$ cat src/rtl/core/nrsp_pkg.sv
package nrsp_pkg;

  typedef enum logic [3:0] {
    PH_HEADER  = 4'd0,
    PH_TYPELEN = 4'd1,
    PH_PAYLEN  = 4'd2,
    PH_TYPE    = 4'd3,
    PH_IDLEN   = 4'd4,
    PH_ID      = 4'd5,
    PH_LANGLEN = 4'd6,
    PH_LANG    = 4'd7,
    PH_PAYLOAD = 4'd8,
    PH_DONE    = 4'd9
  } phase_t;

  localparam logic [1:0] ERR_NONE      = 2'd0;
  localparam logic [1:0] ERR_UNDERFLOW = 2'd1;
  localparam logic [1:0] ERR_TRUNC     = 2'd2;

  localparam logic [2:0] TNF_WELL_KNOWN = 3'd1;
  localparam logic [7:0] TEXT_TYPE_CHAR = 8'h54;
  localparam logic [7:0] RECORD_MAX     = 8'hFF;

  localparam int HDR_ME = 6;
  localparam int HDR_SR = 4;
  localparam int HDR_IL = 3;

  typedef struct packed {
    logic [7:0] data_byte;
    logic       last_byte;
  } byte_req_t;

  typedef struct packed {
    logic [7:0]  echo_byte;
    logic [3:0]  field_kind;
    logic [7:0]  record_idx;
    logic        record_end;
    logic        message_end;
    logic [7:0]  header_flags;
    logic [7:0]  type_len_out;
    logic [7:0]  id_len_out;
    logic [7:0]  lang_len_out;
    logic [31:0] payload_len_out;
    logic [1:0]  error_code;
  } label_req_t;

endpackage

$ cat src/rtl/core/ndef_record_stream_parser_core.sv
// Streaming NDEF record parser: one message byte per request in, one labeled
// byte per request out. Each output names the field the byte belongs to and
// carries the current record's header, lengths and (text-adjusted) payload
// length. Throughput is one byte per clock while label_stall is low. Each byte
// passes through an input register and then a result register, with the parse
// state updated as the byte is loaded into the result register. A byte flagged
// last_byte returns the parser to its reset state after it is labeled. Bytes
// after the record with ME set are labeled ignored until the next last_byte.
module ndef_record_stream_parser_core
  import nrsp_pkg::*;
(
  input  logic       clk,
  input  logic       rst,
  input  logic       byte_valid,
  output logic       byte_stall,
  input  byte_req_t  byte_item,
  output logic       label_valid,
  input  logic       label_stall,
  output label_req_t label_item
);

  logic       held_valid;
  byte_req_t  held_item;
  logic       take;
  label_req_t result;

  nrsp_in_stage u_in (
    .clk        (clk),
    .rst        (rst),
    .byte_valid (byte_valid),
    .byte_stall (byte_stall),
    .byte_item  (byte_item),
    .take       (take),
    .held_valid (held_valid),
    .held_item  (held_item)
  );

  nrsp_step u_step (
    .clk       (clk),
    .rst       (rst),
    .take      (take),
    .held_item (held_item),
    .result    (result)
  );

  nrsp_out_stage u_out (
    .clk         (clk),
    .rst         (rst),
    .held_valid  (held_valid),
    .result      (result),
    .take        (take),
    .label_valid (label_valid),
    .label_stall (label_stall),
    .label_item  (label_item)
  );

endmodule

$ cat src/rtl/core/nrsp_in_stage.sv
module nrsp_in_stage
  import nrsp_pkg::*;
(
  input  logic      clk,
  input  logic      rst,
  input  logic      byte_valid,
  output logic      byte_stall,
  input  byte_req_t byte_item,
  input  logic      take,
  output logic      held_valid,
  output byte_req_t held_item
);

  assign byte_stall = held_valid && !take;

  always_ff @(posedge clk) begin
    if (rst) begin
      held_valid <= 1'b0;
    end else if (!byte_stall) begin
      held_valid <= byte_valid;
    end
  end

  always_ff @(posedge clk) begin
    if (byte_valid && !byte_stall) begin
      held_item <= byte_item;
    end
  end

endmodule

$ cat src/rtl/core/nrsp_step.sv
module nrsp_step
  import nrsp_pkg::*;
(
  input  logic       clk,
  input  logic       rst,
  input  logic       take,
  input  byte_req_t  held_item,
  output label_req_t result
);

  typedef struct packed {
    phase_t      phase;
    logic        load;
    logic [31:0] bytes_left;
    logic        last;
  } adv_t;

  phase_t      phase, phase_next;
  logic [31:0] bytes_left, bytes_left_next;
  logic [1:0]  len_count, len_count_next;
  logic [7:0]  header, header_next;
  logic [7:0]  type_len, type_len_next;
  logic [7:0]  id_len, id_len_next;
  logic [7:0]  lang_len, lang_len_next;
  logic [31:0] payload_len, payload_len_next;
  logic [7:0]  first_type, first_type_next;
  logic [7:0]  record_count, record_count_next;
  logic        msg_done, msg_done_next;

  phase_t      kind;
  logic        adv_take;
  adv_t        adv;
  logic        rec_end;
  logic        msg_end;
  logic [1:0]  err;
  logic [31:0] dec;
  logic [31:0] lang_total;
  logic [7:0]  b;

  // skip absent or empty fields after the field that just completed
  function automatic adv_t advance(phase_t from, logic [7:0] hdr, logic [7:0] tl,
                                   logic [7:0] il, logic [7:0] ll, logic [31:0] pl,
                                   logic [7:0] ft);
    adv_t   r;
    phase_t nx;
    logic   text;
    logic   hit;
    r    = '0;
    r.phase = PH_DONE;
    hit  = 1'b0;
    text = (hdr[2:0] == TNF_WELL_KNOWN) && (tl == 8'd1) && (ft == TEXT_TYPE_CHAR);
    nx   = phase_t'(4'(from) + 4'd1);
    if (nx == PH_TYPE) begin
      if (tl != 8'd0) begin
        hit = 1'b1;
        r.phase = PH_TYPE;
        r.load = 1'b1;
        r.bytes_left = {24'd0, tl};
      end else begin
        nx = PH_IDLEN;
      end
    end
    if (!hit && nx == PH_IDLEN) begin
      if (hdr[HDR_IL]) begin
        hit = 1'b1;
        r.phase = PH_IDLEN;
      end else begin
        nx = PH_LANGLEN;
      end
    end
    if (!hit && nx == PH_ID) begin
      if (il != 8'd0) begin
        hit = 1'b1;
        r.phase = PH_ID;
        r.load = 1'b1;
        r.bytes_left = {24'd0, il};
      end else begin
        nx = PH_LANGLEN;
      end
    end
    if (!hit && nx == PH_LANGLEN) begin
      if (text) begin
        hit = 1'b1;
        r.phase = PH_LANGLEN;
      end else begin
        nx = PH_PAYLOAD;
      end
    end
    if (!hit && nx == PH_LANG) begin
      if (ll != 8'd0) begin
        hit = 1'b1;
        r.phase = PH_LANG;
        r.load = 1'b1;
        r.bytes_left = {24'd0, ll};
      end else begin
        nx = PH_PAYLOAD;
      end
    end
    if (!hit && nx == PH_PAYLOAD) begin
      if (pl != 32'd0) begin
        hit = 1'b1;
        r.phase = PH_PAYLOAD;
        r.load = 1'b1;
        r.bytes_left = pl;
      end
    end
    r.last = !hit;
    return r;
  endfunction

  assign b          = held_item.data_byte;
  assign dec        = (bytes_left != 32'd0) ? bytes_left - 32'd1 : 32'd0;
  assign lang_total = {24'd0, b} + 32'd1;

  always_comb begin
    phase_next        = phase;
    bytes_left_next   = bytes_left;
    len_count_next    = len_count;
    header_next       = header;
    type_len_next     = type_len;
    id_len_next       = id_len;
    lang_len_next     = lang_len;
    payload_len_next  = payload_len;
    first_type_next   = first_type;
    record_count_next = record_count;
    msg_done_next     = msg_done;
    adv_take          = 1'b0;
    err               = ERR_NONE;

    kind = (msg_done || phase > PH_PAYLOAD) ? PH_DONE : phase;

    unique case (kind)
      PH_HEADER: begin
        header_next      = b;
        type_len_next    = 8'd0;
        id_len_next      = 8'd0;
        lang_len_next    = 8'd0;
        payload_len_next = 32'd0;
        first_type_next  = 8'd0;
        bytes_left_next  = 32'd0;
        len_count_next   = 2'd0;
        phase_next       = PH_TYPELEN;
      end
      PH_TYPELEN: begin
        type_len_next  = b;
        len_count_next = 2'd0;
        phase_next     = PH_PAYLEN;
      end
      PH_PAYLEN: begin
        if (header[HDR_SR]) begin
          payload_len_next = {24'd0, b};
          adv_take = 1'b1;
        end else begin
          payload_len_next = {payload_len[23:0], b};
          if (len_count == 2'd3) begin
            len_count_next = 2'd0;
            adv_take = 1'b1;
          end else begin
            len_count_next = len_count + 2'd1;
          end
        end
      end
      PH_TYPE: begin
        if (bytes_left == {24'd0, type_len}) begin
          first_type_next = b;
        end
        bytes_left_next = dec;
        adv_take = (dec == 32'd0);
      end
      PH_IDLEN: begin
        id_len_next = b;
        adv_take = 1'b1;
      end
      PH_LANGLEN: begin
        lang_len_next = b;
        if (payload_len >= lang_total) begin
          payload_len_next = payload_len - lang_total;
        end else begin
          payload_len_next = 32'd0;
          err = ERR_UNDERFLOW;
        end
        adv_take = 1'b1;
      end
      PH_ID, PH_LANG, PH_PAYLOAD: begin
        bytes_left_next = dec;
        adv_take = (dec == 32'd0);
      end
      default: begin
      end
    endcase

    adv = advance(kind, header_next, type_len_next, id_len_next, lang_len_next,
                  payload_len_next, first_type_next);
    rec_end = adv_take && adv.last;
    if (adv_take) begin
      phase_next = adv.phase;
      if (adv.load) begin
        bytes_left_next = adv.bytes_left;
      end
    end

    msg_end = rec_end && header_next[HDR_ME];
    if (held_item.last_byte && kind != PH_DONE && !rec_end) begin
      err = ERR_TRUNC;
    end

    result.echo_byte       = b;
    result.field_kind      = 4'(kind);
    result.record_idx      = record_count;
    result.record_end      = rec_end;
    result.message_end     = msg_end;
    result.header_flags    = header_next;
    result.type_len_out    = type_len_next;
    result.id_len_out      = id_len_next;
    result.lang_len_out    = lang_len_next;
    result.payload_len_out = payload_len_next;
    result.error_code      = err;

    if (rec_end) begin
      if (msg_end) begin
        msg_done_next = 1'b1;
        phase_next    = PH_DONE;
      end else begin
        if (record_count != RECORD_MAX) begin
          record_count_next = record_count + 8'd1;
        end
        phase_next = PH_HEADER;
      end
    end

    if (held_item.last_byte) begin
      phase_next        = PH_HEADER;
      bytes_left_next   = 32'd0;
      len_count_next    = 2'd0;
      header_next       = 8'd0;
      type_len_next     = 8'd0;
      id_len_next       = 8'd0;
      lang_len_next     = 8'd0;
      payload_len_next  = 32'd0;
      first_type_next   = 8'd0;
      record_count_next = 8'd0;
      msg_done_next     = 1'b0;
    end
  end

  always_ff @(posedge clk) begin
    if (rst) begin
      phase        <= PH_HEADER;
      bytes_left   <= 32'd0;
      len_count    <= 2'd0;
      header       <= 8'd0;
      type_len     <= 8'd0;
      id_len       <= 8'd0;
      lang_len     <= 8'd0;
      payload_len  <= 32'd0;
      first_type   <= 8'd0;
      record_count <= 8'd0;
      msg_done     <= 1'b0;
    end else if (take) begin
      phase        <= phase_next;
      bytes_left   <= bytes_left_next;
      len_count    <= len_count_next;
      header       <= header_next;
      type_len     <= type_len_next;
      id_len       <= id_len_next;
      lang_len     <= lang_len_next;
      payload_len  <= payload_len_next;
      first_type   <= first_type_next;
      record_count <= record_count_next;
      msg_done     <= msg_done_next;
    end
  end

endmodule

$ cat src/rtl/core/nrsp_out_stage.sv
module nrsp_out_stage
  import nrsp_pkg::*;
(
  input  logic       clk,
  input  logic       rst,
  input  logic       held_valid,
  input  label_req_t result,
  output logic       take,
  output logic       label_valid,
  input  logic       label_stall,
  output label_req_t label_item
);

  logic open;

  assign open = !label_valid || !label_stall;
  assign take = held_valid && open;

  always_ff @(posedge clk) begin
    if (rst) begin
      label_valid <= 1'b0;
    end else if (open) begin
      label_valid <= held_valid;
    end
  end

  always_ff @(posedge clk) begin
    if (take) begin
      label_item <= result;
    end
  end

endmodule

$ cat config.mk
export PLATFORM = sky130hd
export DESIGN_NAME = ndef_record_stream_parser_core
export DESIGN_NICKNAME = d
export VERILOG_FILES = /design/src/rtl/core/nrsp_pkg.sv /design/src/rtl/core/ndef_record_stream_parser_core.sv /design/src/rtl/core/nrsp_in_stage.sv /design/src/rtl/core/nrsp_step.sv /design/src/rtl/core/nrsp_out_stage.sv
export SDC_FILE = /design/constraint.sdc
export NUM_CORES = 1
export LEC_CHECK = 0
export ABC_CLOCK_PERIOD_IN_PS = 4550
export BUFFER_PORTS_ARGS = -buffer_cell sky130_fd_sc_hd__buf_2
export CORE_ASPECT_RATIO = 1.4
export CORE_MARGIN = 4
export CORE_UTILIZATION = 37
export CTS_CLUSTER_SIZE = 16
export DETAILED_ROUTE_END_ITERATION = 10
export PLACE_DENSITY = 0.63
export REMOVE_ABC_BUFFERS = 1
export SLEW_MARGIN = 20
export SYNTH_ARGS = -nofsm -noshare
export SYNTH_HDL_FRONTEND = slang
export SYNTH_SLANG_ARGS = --single-unit
$ cat constraint.sdc
create_clock -name clk -period 4.55 [get_ports clk]
set_clock_uncertainty 0.15 [all_clocks]
set_input_delay 0.2275 -clock clk [delete_from_list [all_inputs] [get_ports clk]]
set_output_delay 0.2275 -clock clk [all_outputs]
set_load 0.02 [all_outputs]
==> flow_summary_export.csv, run 1 <==
group,metric,value,unit
run_status,status,"finished, violations left",
run_status,violations,"negative setup slack",
sta,setup_viol,47,
pwr,power-per-cell-area,282,nW/um^2
floorplan,dieWidth,161,um
floorplan,die_area,36000,sq um
place,place_inst,1988,
global_routing,grt_pass1_vias,11837,
logic_synthesis,synth_flop_cell,"dfxtp_1",
sta,setup_tns,-3.78,ns
clock_tree,clk_latency,0.55,ns
logic_synthesis,synth_top_area_share,23.9,%
drt,drc,0,
sta,worst_slew_margin_rel,35.5,%
global_routing,gr-total-overflow,0,
sta,slew_viol_final,0,
global_routing,grt_start_max_net_pins,74,
drt,drt-initial-drc-count,1048,
setup_path,crit_end,"u_step.record_count[7]",
logic_synthesis,synth.distinct_cells,98,
drt,vias,12226,
floorplan,die_h,223,um
sta,finalCritPeriodShare,103,%
sta,worstMarginPinSlew,0.962,ns
setup_path,criticalPathCategory,"flop to flop",
drt,vias_per_cell,5.92,
sta,fin_ws,-0.150,ns
clock_tree,cts_tree,"done",
logic_synthesis,synth_area_leader_cell,"edfxtp_1",
clock_tree,h-tree-depth,1,
place,gp_congestion,0.942,
logic_synthesis,syn_area_per_cell,8.90,sq um
setup_path,crit_fanout,8,
floorplan,core_area,32500,sq um
logic_synthesis,ys_async_sr_fraction,0,%
cells_and_area,area_growth,28.6,%
sta,fmax,213,MHz
pwr,ir_drop,0.000271,V
setup_path,timing.rr.end,"u_step.record_count[7]",
floorplan,io_pins,103,
cells_and_area,nets,1633,
flow_run,maxCapViolations,0,
place,port_buffers,102,
sta,final-hold-violation-count,0,
clock_tree,clockBufferDepth,3,
cells_and_area,drive_gt1_share,27.7,%
clock_tree,numCtsBuffers,23,
place,dp_hpwl,33000,um
logic_synthesis,ys_top_cells_by_area,"edfxtp_1 24%, dfxtp_1 20%, a22oi_1 6.8%",
cells_and_area,final_cell_count_no_fill,2064,
drt,wl_per_cell,22.2,um
setup_path,end_kind,"flop",
global_routing,grt_first_pass_wirelength,69300,um
cells_and_area,final_core_util,48.3,%
pwr,power_leakage,6.17,nW
global_routing,track_usage,24.4,%
drt,antenna_left,0,
logic_synthesis,seq_area_frac_synth,43.7,%
setup_path,r2r_slack,-0.15,ns
logic_synthesis,netlist_instances,1371,
logic_synthesis,ys_seq_elements,218,
sta,min_period,4.70,ns
worst_hold_path,hold_class,"input port to flop",
clock_tree,clock_sinks,218,
floorplan,start_util,37.5,%
clock_tree,cts_root_buffer,"clkbuf_16",
setup_path,reg2reg_from,"u_in.held_item[1]",
drt,drt-total-wl,45800,um
setup_path,critPathLaunch,"u_in.held_item[1]",
setup_path,ff2ff_path_depth,17,
logic_synthesis,synth_edf_count,97,
clock_tree,clk_pin_slew,0.07,ns
pwr,total_power,4.42,mW
floorplan,rows,78,
global_routing,antenna_found_initial,0,
logic_synthesis,netlist_area,12200,sq um
logic_synthesis,ys_warn_count,0,
setup_path,cp.arrival,4.92,ns
drt,first_pass_iters,6,
setup_path,startpoint_type,"flop",
setup_path,worstPathRequired,4.77,ns
sta,hold-worst-slack,0.0484,ns
sta,rsz0062_at_grt,"yes",
-- cells in the mapped netlist (22+ instances only) --
master and count:
nor3_1 52, edfxtp_1 97, o21ai_0 97, a22oi_1 110, inv_1 28, nor4_1 22, dfxtp_1 121, nor2_1 157
clkbuf_1 83, nand3_1 43, a21oi_1 56, xnor2_1 29, nand2_1 112
-- stage by stage --
step	cell area (sq um)	worst slack (ns)
5_1_grt	15700	-0.329
6_report	15700	-0.150
3_3_place_gp	14200	-0.252
2_1_floorplan	11800	-1.36
4_1_cts	15400	-0.0871
3_5_place_dp	14200	-0.231
-- cell usage in the layout (no fill, tap or decap), types with 12 or more instances in the layout --
cell type / count
or3_1: 21
nand4_1: 21
edfxtp_1: 97
nor4_1: 22
nor3_1: 46
xnor2_1: 29
buf_4: 187
inv_1: 26
a31oi_1: 19
nand2_1: 111
dfxtp_1: 121
a22oi_1: 96
buf_2: 101
nor2_1: 151
a221o_1: 15
a21oi_2: 12
o211ai_1: 12
o21ai_1: 30
dlygate4sd3_1: 12
clkbuf_16: 23
a21oi_1: 46
o21ai_0: 72
a22oi_2: 14
nand3_1: 42
-- registers in the layout, indices dropped and copies added, names as in the netlist, 9 cells and up --
signal and count:
u_out.label_item 88, u_step.payload_len 32, u_step.bytes_left 32, u_in.held_item 9
-- area by class of cell --
| cell class | count | area (sq um) |
|---|---|---|
| inverters | 31 | 121 |
| clock inverters | 14 | 148 |
| clock buffers | 27 | 601 |
| flip-flops and latches | 218 | 5340 |
| multi-input cells | 1018 | 6700 |
| well taps | 440 | 551 |
| repair buffers | 314 | 2230 |
| diodes | 2 | 5.00 |
| fillers | 3153 | 16800 |
-- metal layers --
metal / share of wire [%] / up-vias / wire length (um) / global-route usage [%]
met5: 0 / - / 0 / 0
met4: 6.8 / 0 / 3130 / 14.1
met3: 5.8 / 155 / 2650 / 2.99
met2: 49 / 476 / 22300 / 42.0
met1: 39 / 5891 / 17800 / 29.2
li1: - / 5704 / - / -
-- cells by family after synthesis --
kind of cell    count (synthesis)  share of synthesized area, %
xor+xnor                       36                          2.59
flops                         218                          43.7
compound gates                442                          25.5
buf+inv                       135                          4.49
simple gates                  511                          20.9
mux                            15                          1.32
fa+ha+maj                      14                          1.50
-- power breakdown --
| group | internal (mW) | total [mW] | switching (mW) |
|---|---|---|---|
| sequential | 2.08 | 2.10 | 0.0162 |
| clock | 1.11 | 1.93 | 0.815 |
| combinational | 0.130 | 0.396 | 0.266 |
| total | 3.33 | 4.42 | 1.10 |
-- worst max-delay path: stages, from the launching register on --
cell,delay [ns]
edfxtp_1,0.49
ha_4,0.33
inv_4,0.04
ha_4,0.23
nor2b_4,0.12
o31a_1,0.31
buf_6,0.14
o41ai_4,0.28
a41oi_1,0.17
a221o_1,0.31
or4_1,0.53
or4_4,0.49
or2_4,0.29
o21ai_4,0.14
buf_12,0.15
buf_8,0.13
a311o_1,0.15
o211ai_1,0.08
-- timing repair --
item                                    in CTS  in global routing
hold buffers                                12                  0
cloned                                       0                  2
pin swaps                                   18                 19
endpoints found under the setup margin      47                 47
endpoints found under the hold margin       11                  0
buffers inserted                            12                  7
resized for setup                           52                 59
-- worst min-delay path by stage --
stage	from	endpoint	cells past startpoint
CTS	rst	u_step.payload_len[1]	2
finish	rst	u_step.payload_len[1]	2
floorplan	rst	u_step.len_count[1]	1
global route	rst	u_step.header[4]	2
global placement	byte_item[5]	u_in.held_item[5]	1
detailed placement	byte_item[7]	u_in.held_item[7]	1
Power figures use the tool's default switching activity.
==> run 2, diff against run 1 <==
- ABC_CLOCK_PERIOD_IN_PS: 4550 -> 4450
- PLACE_DENSITY: 0.63 -> 0.61
- SETUP_SLACK_MARGIN: not set -> 0.15
- clock period: 4.55 -> 4.45 ns (I/O delays scaled with it)
==> flow_summary_export.csv, run 2 (same netlist as run 1, synthesis figures left out) <==
group,metric,value,unit
pwr,power.switching,1.13,mW
floorplan,io_pins,103,
place,port_buffers,102,
drt,first_pass_iters,5,
cells_and_area,area_growth,30.3,%
sta,fin_ws,-0.295,ns
cells_and_area,reg_top3,"u_out.label_item (88), u_step.bytes_left (32), u_step.payload_len (32)",
cells_and_area,largest_reg_flops,88,
sta,hold-worst-slack,0.0628,ns
drt,drc,0,
cells_and_area,mostFrequentLayoutCell,"buf_4",
place,place_ws,-0.452,ns
pwr,internal-power,3.29,mW
sta,fmax,211,MHz
sta,rsz0062_at_grt,"yes",
setup_path,worstPathRequired,4.77,ns
sta,worst_slew_margin_rel,22.7,%
clock_tree,clk_pin_slew,0.06,ns
clock_tree,cts_root_buffer,"clkbuf_16",
clock_tree,clock_sinks,218,
cells_and_area,nets,1644,
floorplan,start_util,37.5,%
pwr,p_comb_share,9.5,%
floorplan,rows,78,
global_routing,gr-total-overflow,0,
worst_hold_path,hold_class,"input port to flop",
sta,finalCritPeriodShare,107,%
drt,antenna_left,0,
run_status,status,"finished, violations left",
cells_and_area,num-fill-cells,3045,
pwr,sw_frac_of_total,25.5,%
drt,highest_layer,"met5",
pwr,ir_drop,0.000263,V
pwr,seq_power_share,48.7,%
drt,vias,12469,
sta,setup_viol,47,
global_routing,antenna_found_initial,1,
drt,drt-total-wl,46800,um
global_routing,grt_start_max_net_pins,63,
cells_and_area,drive_gt1_share,28.2,%
floorplan,die_area,36000,sq um
global_routing,track_usage,25.1,%
setup_path,cp.arrival,5.07,ns
drt,wl_per_cell,22.6,um
cells_and_area,final_cell_count_no_fill,2073,
pwr,total_power,4.42,mW
place,place_inst,1989,
setup_path,r2r_slack,-0.29,ns
setup_path,crit_fanout,5,
sta,min_period,4.74,ns
setup_path,criticalPathCategory,"flop to flop",
pwr,clkPwrFrac,41.8,%
drt,wl_met1,17500,um
drt,drt-initial-drc-count,1220,
drt,wl_met2,23000,um
cells_and_area,final_cell_mix,"193 x buf_4, 149 x nor2_1, 121 x dfxtp_1, 110 x a22oi_1, 108 x nand2_1",
global_routing,grt_pass1_vias,12291,
global_routing,grt_first_pass_wirelength,71700,um
clock_tree,clk_latency,0.54,ns
setup_path,startpoint_type,"flop",
place,place_area,14300,sq um
floorplan,dieWidth,161,um
sta,worstMarginPinSlew,1.15,ns
cells_and_area,stdcell_area,15900,sq um
sta,final-hold-violation-count,0,
drt,vias_per_cell,6.01,
clock_tree,clockBufferDepth,3,
setup_path,end_kind,"flop",
run_status,violations,"negative setup slack",
clock_tree,cts_tree,"done",
drt,wl_met3,2780,um
cells_and_area,top_register,"u_out.label_item",
floorplan,core_area,32500,sq um
flow_run,maxCapViolations,0,
place,dp_hpwl,33300,um
cells_and_area,antennaDiodeCount,0,
clock_tree,numCtsBuffers,23,
pwr,power_leakage,6.23,nW
pwr,power-per-cell-area,278,nW/um^2
clock_tree,h-tree-depth,1,
place,gp_congestion,0.940,
sta,slew_viol_final,0,
floorplan,die_h,223,um
==> run 2: cell count changes in the layout (fill, tap and decap cells not counted), sizes merged <==
cell	before	now
buf	302	309
inv	29	32
clkinvlp	3	2
clkinv	10	11
o31ai	15	16
o41a	1	2
bufinv	3	1
diode	2	0
bufbuf	0	1
==> run 2: layout make-up <==
class	count	area, sq um	area share [%]
Clock buffer	26	587	3.69
Inverter	31	119	0.748
Multi-Input combinational cell	1020	6800	42.8
Clock inverter	15	113	0.708
Sequential cell	218	5340	33.6
Timing Repair Buffer	323	2390	15.0
Tap cell	440	551	3.46
==> run 2: power by group through the flow <==
| stage | combinational, mW | sequential, mW | clock, mW |
|---|---|---|---|
| after floorplan | 0.138 | 2.24 | 0 |
| after global placement | 0.368 | 2.20 | 0 |
| after detailed placement | 0.369 | 2.20 | 0 |
| after CTS | 0.409 | 2.15 | 1.89 |
| after global routing | 0.448 | 2.16 | 1.95 |
| final | 0.420 | 2.15 | 1.84 |
==> run 2: routing by layer <==
metal,vias to the layer above,track usage [%]
met5,-,0
met4,2,16.3
met3,156,2.73
met2,531,43.0
met1,6050,29.7
li1,5730,-
==> run 2: timing repair <==
item,4_1_cts,5_1_grt
setup buffers,17,9
gates cloned,4,1
pin swaps,27,32
hold endpoints to repair,11,0
gates resized for setup,75,32
endpoints found under the setup margin,47,47
hold buffers,12,0
==> run 2: path summary, 6_finish.rpt <==
path | start | end | depth (start not counted)
setup reg to reg | u_in.held_item[1] | u_step.bytes_left[31] | 16
setup / recovery | u_in.held_item[1] | u_step.bytes_left[31] | 16
hold / removal | rst | u_step.header[5] | 2
hold reg to reg | u_step.len_count[1] | u_step.len_count[1] | 2
==> run 2: metrics by stage <==
stage	setup TNS, ns	utilization, %
2_1_floorplan	-54.22	-
3_3_place_gp	-13.55	43.9
3_5_place_dp	-15.92	43.9
4_1_cts	-8.82	48.1
5_1_grt	-16.79	48.9
6_report	-9.63	48.9
==> run 2: critical path, stage by stage (launching register included) <==
cell and delay [ns]:
edfxtp_1 0.48, ha_4 0.22, xnor2_1 0.12, ha_1 0.35, o21a_1 0.21, o31a_1 0.17, buf_4 0.18, o41a_1 0.44
o31ai_4 0.27, a21oi_2 0.06, a2111o_1 0.39, or4_4 0.54, nor4b_4 0.40, o21ai_4 0.15, bufbuf_16 0.30, a21oi_1 0.12
a221o_1 0.11
